--- config.mk ---
export PLATFORM = sky130hd
export DESIGN_NAME = lph_hash
export DESIGN_NICKNAME = d
export VERILOG_FILES = /design/src/rtl/linear_probe_hash_table_assert.svh /design/src/rtl/lph_pkg.sv /design/src/rtl/lph_hash.sv
export SDC_FILE = /design/constraint.sdc
export NUM_CORES = 1
export LEC_CHECK = 0
export BUFFER_PORTS_ARGS = -buffer_cell sky130_fd_sc_hd__buf_2
export CORE_ASPECT_RATIO = 1.75
export CORE_MARGIN = 8
export CORE_UTILIZATION = 25
export DETAILED_ROUTE_END_ITERATION = 6
export PLACE_DENSITY = 0.56
export SYNTH_ARGS = -nofsm -noshare
export SYNTH_HDL_FRONTEND = slang
export SYNTH_SLANG_ARGS = --single-unit
--- constraint.sdc ---
create_clock -name clock -period 3.6 [get_ports clock]
set_input_delay 0.72 -clock clock [delete_from_list [all_inputs] [get_ports clock]]
set_output_delay 0.72 -clock clock [all_outputs]
set_load 0.01 [all_outputs]
--- src/rtl/linear_probe_hash_table_assert.svh ---
// Assertion macros shared by the table RTL.
`ifndef LINEAR_PROBE_HASH_TABLE_ASSERT_SVH
`define LINEAR_PROBE_HASH_TABLE_ASSERT_SVH
`ifndef ASSERT_OFF
// Property that holds on every enabled clock edge.
`define LPH_ASSERT_HOLDS(label, clk, rst, prop) \
   label: assert property (@(posedge clk) disable iff (rst) (prop)) \
      else $error("lph assertion failed");
// Consequent checked in the same cycle.
`define LPH_ASSERT_NOW(label, clk, rst, ante, cons) \
   label: assert property (@(posedge clk) disable iff (rst) (ante) |-> (cons)) \
      else $error("lph assertion failed");
// Consequent checked in the cycle after the antecedent.
`define LPH_ASSERT_NEXT(label, clk, rst, ante, cons) \
   label: assert property (@(posedge clk) disable iff (rst) (ante) |=> (cons)) \
      else $error("lph assertion failed");
`else
`define LPH_ASSERT_HOLDS(label, clk, rst, prop)
`define LPH_ASSERT_NOW(label, clk, rst, ante, cons)
`define LPH_ASSERT_NEXT(label, clk, rst, ante, cons)
`endif
`endif

--- src/rtl/lph_pkg.sv ---
package lph_pkg;

   // Field widths
   localparam int KEY_W    = 64;
   localparam int VAL_W    = 64;
   localparam int CMD_W    = 2;
   localparam int STATUS_W = 2;

   // Command codes
   localparam logic [CMD_W-1:0] CMD_GET    = 2'd0;
   localparam logic [CMD_W-1:0] CMD_PUT    = 2'd1;
   localparam logic [CMD_W-1:0] CMD_REMOVE = 2'd2;
   localparam logic [CMD_W-1:0] CMD_NONE   = 2'd3;

   // Status codes
   localparam logic [STATUS_W-1:0] ST_OK       = 2'd0;
   localparam logic [STATUS_W-1:0] ST_MISSING  = 2'd1;
   localparam logic [STATUS_W-1:0] ST_FULL     = 2'd2;
   localparam logic [STATUS_W-1:0] ST_ZERO_KEY = 2'd3;

   // 64-bit FNV-1a: prime is 2^40 + 0x1b3
   localparam logic [KEY_W-1:0] FNV_BASIS      = 64'hcbf2_9ce4_8422_2325;
   localparam logic [8:0]       FNV_MULT_LOW   = 9'h1b3;
   localparam int               FNV_MULT_SHIFT = 40;
   localparam int               HASH_ROUNDS    = 8;
   localparam int               BYTE_W         = 8;

   // Slot store strobes
   typedef struct packed {
      logic rd_en;
      logic key_we;
      logic val_we;
   } tbl_ctrl_type;

endpackage

--- src/rtl/lph_hash.sv ---
module lph_hash #(
   parameter int IDX_W = 6
) (
   input  logic                       clock,
   input  logic                       reset,
   input  logic                       start,
   input  logic [lph_pkg::KEY_W-1:0]  key,
   output logic                       done,
   output logic [IDX_W-1:0]           slot
);

   logic                       run_ff, run_in;
   logic                       done_ff, done_in;
   logic [2:0]                 round_ff, round_in;
   logic [lph_pkg::KEY_W-1:0]  h_ff, h_in;
   logic [lph_pkg::KEY_W-1:0]  key_sh_ff, key_sh_in;
   logic [lph_pkg::KEY_W-1:0]  mix;
   logic [lph_pkg::KEY_W+8:0]  prod;
   logic [lph_pkg::KEY_W-1:0]  h_next;

   // One FNV-1a round: xor the low byte, multiply by 2^40 + 0x1b3
   always_comb begin
      mix    = h_ff ^ {{(lph_pkg::KEY_W-lph_pkg::BYTE_W){1'b0}},
                       key_sh_ff[lph_pkg::BYTE_W-1:0]};
      prod   = mix * lph_pkg::FNV_MULT_LOW;
      h_next = (mix << lph_pkg::FNV_MULT_SHIFT) + prod[lph_pkg::KEY_W-1:0];
   end

   // Round sequencer, least significant key byte first
   always_comb begin
      run_in    = run_ff;
      done_in   = 1'b0;
      round_in  = round_ff;
      h_in      = h_ff;
      key_sh_in = key_sh_ff;
      if (start) begin
         run_in    = 1'b1;
         round_in  = '0;
         h_in      = lph_pkg::FNV_BASIS;
         key_sh_in = key;
      end else if (run_ff) begin
         h_in      = h_next;
         key_sh_in = key_sh_ff >> lph_pkg::BYTE_W;
         round_in  = round_ff + 3'd1;
         if (round_ff == 3'(lph_pkg::HASH_ROUNDS - 1)) begin
            run_in  = 1'b0;
            done_in = 1'b1;
         end
      end
   end

   always_ff @(posedge clock) begin
      if (reset) begin
         run_ff  <= 1'b0;
         done_ff <= 1'b0;
      end else begin
         run_ff  <= run_in;
         done_ff <= done_in;
      end
      round_ff  <= round_in;
      h_ff      <= h_in;
      key_sh_ff <= key_sh_in;
   end

   assign done = done_ff;
   assign slot = h_ff[IDX_W-1:0];

endmodule

* Word-level counts from Yosys, hierarchy flattened *
Index checks and enable logic that the tools add are counted.

storage, ports and cells
  flip-flop bits (word level) = 133
  output and inout bits = 7
  input port bits = 67

operators by class
  bitwise operators = 2
  equal/unequal tests = 1
  multipliers = 1
  reduce and logical (&&, ||, !) cells = 2
  $add $sub $neg = 2
  multiplexer cells = 6

operator list
  kind                                                 number
  two-way mux 64 bit                                   2
  adder 64 bit                                         1
  multiplier 64 x 9 -> 64 bit (second input constant)  1
  bitwise XOR 64 x 8 -> 64 bit                         1
  two-way mux 1 bit                                    4
  adder 3 x 1 -> 3 bit (second input constant)         1
  equality test 3 bit (second input constant)          1
  OR reduction 3 bit                                   1
  nonzero test 2 bit                                   1
  inverter 1 bit                                       1

* Longest topological paths before layout *
  depth after elaboration = 4
  gate-level depth with buffers = 10
  mapped depth without buffers = 10

* Worst setup path before layout *
OpenSTA, ideal clock, no wires.

  path kind = register to register
  start = register h_ff[3] in the netlist's numbering
  end = register h_ff[5] in the netlist's numbering
  slack = 0.808 ns
  arrival = 2.721 ns
  path buffers = 0
  cell stages (with the launch flop) = 11
  library setup time = 0.072 ns
  path through = dfxtp_1 xor2_1 ha_1 ha_1 ha_1 ha_1 ha_1 xnor2_1 xnor3_1 mux2i_1 mux2i_1

on the way
  word-level cells in the longest chain between the ends = 3

RTL lines
  element                       line            source
  start: declaration            lph_hash.sv:15  logic [lph_pkg::KEY_W-1:0] h_ff, h_in;
  start signal: assignment      lph_hash.sv:61  h_ff <= h_in;
  bitwise XOR 64 x 8 -> 64 bit  lph_hash.sv:23  mix = h_ff ^ {{(lph_pkg::KEY_W-lph_pkg::BYTE_W){1'b0}},
  multiplier 64 x 9 -> 64 bit   lph_hash.sv:25  prod = mix * lph_pkg::FNV_MULT_LOW;
  adder 64 bit                  lph_hash.sv:26  h_next = (mix << lph_pkg::FNV_MULT_SHIFT) + prod[lph_pkg::KEY_W-1:0];

No other way between the ends.
A chain may end at the register's enable or synchronous reset.

* Final worst setup path *
  start = register key_sh_ff[3] in the netlist's numbering
  end = register h_ff[5] in the netlist's numbering

on the way
  word-level cells in the longest chain between the ends = 3

RTL lines
  element                       line            source
  start: declaration            lph_hash.sv:16  logic [lph_pkg::KEY_W-1:0] key_sh_ff, key_sh_in;
  start signal: assignment      lph_hash.sv:62  key_sh_ff <= key_sh_in;
  bitwise XOR 64 x 8 -> 64 bit  lph_hash.sv:23
  multiplier 64 x 9 -> 64 bit   lph_hash.sv:25
  adder 64 bit                  lph_hash.sv:26

No other way between the ends.

==> results by group <==
Status
  – Outcome: finished, final reports clean

Place
  – Final weighted congestion of routability-driven global placement: 0.702
  – Post-detailed-placement cell area: between 3000 and 4000 sq um
  – Detailed Place HPWL: roughly 3500 um
  – Total of buffers placed on input and output ports: 57

Timing
  – Hold Vio Cnt, Final: 0
  – Transition time at the pin with the least slew margin: around 0.71 ns
  – Final setup violation count: 0
  – Share of the clock period used by the worst path: 81.4%
  – Minimum clock period after layout: between 2 and 3 ns
  – Worst-case hold slack: 0.503 ns
  – Fin Setup TNS: 0 ns
  – Achievable frequency: roughly 340 MHz
  – Worst clock skew on the final layout: approximately 0.0036 ns
  – Unrepaired setup endpoints after global routing: no
  – Max Transition Viols Final: 0
  – Max_slew headroom: 52.9%

CTS
  – Post-cts hold buffer count: 0
  – Post-cts repair resize count: 0
  – CTS tree: yes
  – Clk pin slew, worst setup/hold paths: approximately 0.050 ns
  – Sink Count: between 50 and 60
  – Post-CTS Setup Repair Bufs: 0
  – Maximum root-to-sink buffer count: 2
  – Total number of H-tree levels: 3
  – Clock latency on the worst-skew pair: 0.32 ns
  – Number of CTS-inserted buffers: 9
  – Clock root buffer: clkbuf_16

Critical path
  – Type of element launching the critical path: flip-flop
  – CP Class: flip-flop to flip-flop
  – Cell Chain, Critical Path: xor2_1 > ha_1 > ha_1 > ha_1 > ha_1 > ha_1 > xnor2_1 > xnor3_1 > mux2i_1 > mux2i_1
  – Timing endpoint of the critical path: h_ff[5]
  – Critical path data arrival time: 3.18 ns
  – Max Fanout on Critical Path: 2
  – Most frequent cell on the critical path: ha_1
  – Capture point of the worst reg-to-reg path: h_ff[5]
  – R2R setup slack: 0.67 ns
  – Logic depth of the worst register-to-register path: 10
  – Required time reported for the critical path endpoint: between 3 and 4 ns
  – Highest-delay cell along the critical path: edfxtp_1
  – Setup crit end kind: flip-flop
  – Beginning of the critical path: key_sh_ff[3]
  – Critical path's largest stage delay: slightly above 0.4 ns
  – Launch point of the worst reg-to-reg path: key_sh_ff[3]

Routing
  – Total number of vias: between 1500 and 2000
  – Drt via density: roughly 4.1
  – Initial DRC count: 70
  – Overall routed net length: ~5000 um
  – DR DRC count: 0
  – TritonRoute pass-1 iters: 4
  – Number of antenna-violating nets in the routed design: 0
  – Routed length per instance: 13.9 um

Global routing
  – Number of antenna violations at the first check in global routing: 0
  – Remaining Overflow, GRT: 0
  – Pin count of the biggest net entering global routing: 61
  – Global-route total usage across every layer: 7.57%
  – Number of global-route vias before repair: around 1600
  – Wire length of the first global-routing pass: 8050 um

Synthesis
  – Top_reg_cell synth: edfxtp_1
  – Synthesized area per cell: around 16 sq um
  – Unique cell type count in the Yosys netlist: 21
  – Flop and latch count out of synthesis: between 50 and 60
  – Leading cell type by number of instances after synthesis: edfxtp_1
  – Yosys top cell by area: edfxtp_1
  – Synthesized net count: 246
  – Commonest cells in the synthesized netlist: edfxtp_1 (48), mux2_2 (42), ha_1 (13)
  – FFs w/ async S/R, synth: 0%
  – Post-synth design cell area: 2660 sq um
  – Largest cells by area after synthesis: edfxtp_1 (54%), mux2_2 (18%), dfxtp_1 (8.3%), ha_1 (6.1%), mux2i_1 (2.6%)
  – Post-synthesis cell count: ~170
  – Sequential element share of the synthesized area: a little over three fifths
  – Syn. warnings: 0
  – Number of flops mapped to enable cells by yosys: between 40 and 50
  – Share of the synthesized area in the top cell type: approximately 54%

Die
  – Starting utilization of the core area: about a quarter
  – Floorplan core area: ~11000 sq um
  – Y dimension of the die: between 150 and 200 um
  – I/O pin total: 74
  – Total die area: about 14000 sq um
  – Chip width: about 94 um
  – Total number of placement rows: 50

Finish
  – Number of antenna cells inserted: 0
  – Fraction of final layout cells with drive strength greater than 1: between 40% and 50%
  – Net count of the finished layout: 308
  – Synth-to-layout area growth: 26.8%
  – Final standard cell area without fillers: between 3000 and 4000 sq um

Min path
  – Hold/Removal Path Class: flip-flop to flip-flop

Power
  – Leakage power summed over all cells: ~0.0014 uW
  – Power per cell area: just over 600 nW/um^2
  – Worst IR Drop VDD: roughly 0.33 mV

Flow run
  – MaxCap Viol Count: 0
[per-layer routing]
layer	part of all wire, %	up-vias	GRT usage (%)
met5	0	-	0
li1	-	741	-
met4	2.4	0	4.79
met1	41	704	7.77
met3	8.9	10	4.09
met2	48	47	11.6
[state kept, by name, summed over array words and instances, names as in the netlist]
register	cells
run_ff	1
h_ff	6
done	1
round_ff	3
key_sh_ff	48
[worst min path at each step]
stage	cells after the start	startpoint	slack, ns	end
after CTS	2	round_ff[2]	0.51	round_ff[2]
final	2	round_ff[2]	0.50	round_ff[2]
after global placement	2	round_ff[1]	0.48	round_ff[1]
after floorplan	2	run_ff	0.46	done
after detailed placement	2	round_ff[2]	0.50	round_ff[2]
after global routing	2	round_ff[2]	0.56	round_ff[2]
[worst max-delay path, delay by kind of cell (launching register included)]
kind       cells  cell delay (ns)
fa+ha+maj      5             1.31
xor+xnor       3             0.73
flops          1             0.41
mux            2             0.39
[final cells by class]
| cell class | count | area, sq um |
|---|---|---|
| well taps | 130 | 163 |
| clock buffers | 14 | 274 |
| multi-input cells | 97 | 956 |
| clock inverters | 2 | 8.76 |
| repair buffers | 59 | 300 |
| flip-flops and latches | 59 | 1660 |
| fillers | 1089 | 7140 |
| inverters | 2 | 7.51 |
[through the flow]
| step | instances | power [uW] | setup slack [ns] | utilization, % |
|---|---|---|---|---|
| 6_report | 363 | 2080 | 0.668 | 32.1 |
| 5_1_grt | 363 | 2200 | 0.561 | 32.1 |
| 4_1_cts | 363 | 2120 | 0.645 | 32.1 |
| 3_5_place_dp | 347 | 1300 | 0.664 | 29.4 |
| 3_3_place_gp | 347 | 1280 | 0.706 | 29.4 |
| 2_1_floorplan | 166 | 1180 | 0.808 | - |
[layout by cell type, fill, tap and decap left out]
master / n
xor2_1: 5
o21bai_1: 1
nor4_1: 1
mux2_2: 42
and2_1: 6
nor2b_1: 2
clkbuf_1: 2
clkinv_2: 1
clkbuf_16: 9
clkinv_1: 1
nand2_1: 1
inv_1: 2
edfxtp_1: 48
a21oi_1: 2
dfxtp_1: 11
mux2i_1: 7
xnor3_1: 2
and3_1: 1
a211o_1: 1
xnor2_1: 3
clkbuf_8: 3
buf_4: 2
buf_2: 57
nor2_1: 8
ha_1: 13
or2_2: 2
[cell families (layout without fill, tap and decap cells)]
family                   Yosys count  count (layout)  synth area share (%)
AND/OR/NAND/NOR                   21              21                  4.09
buffers and inverters             10              77                  1.55
adder cells (fa/ha/maj)           13              13                  6.12
multiplexers                      49              49                  20.4
XOR/XNOR                          10              10                  4.33
flip-flops                        59              59                  62.5
AO/OA/AOI/OAI                      4               4                 0.988
[where the power goes]
part,internal [uW],switching [uW]
registers,832,35.3
clock network,518,280
logic,234,178
Note: power is estimated with default switching activity, not from simulation.
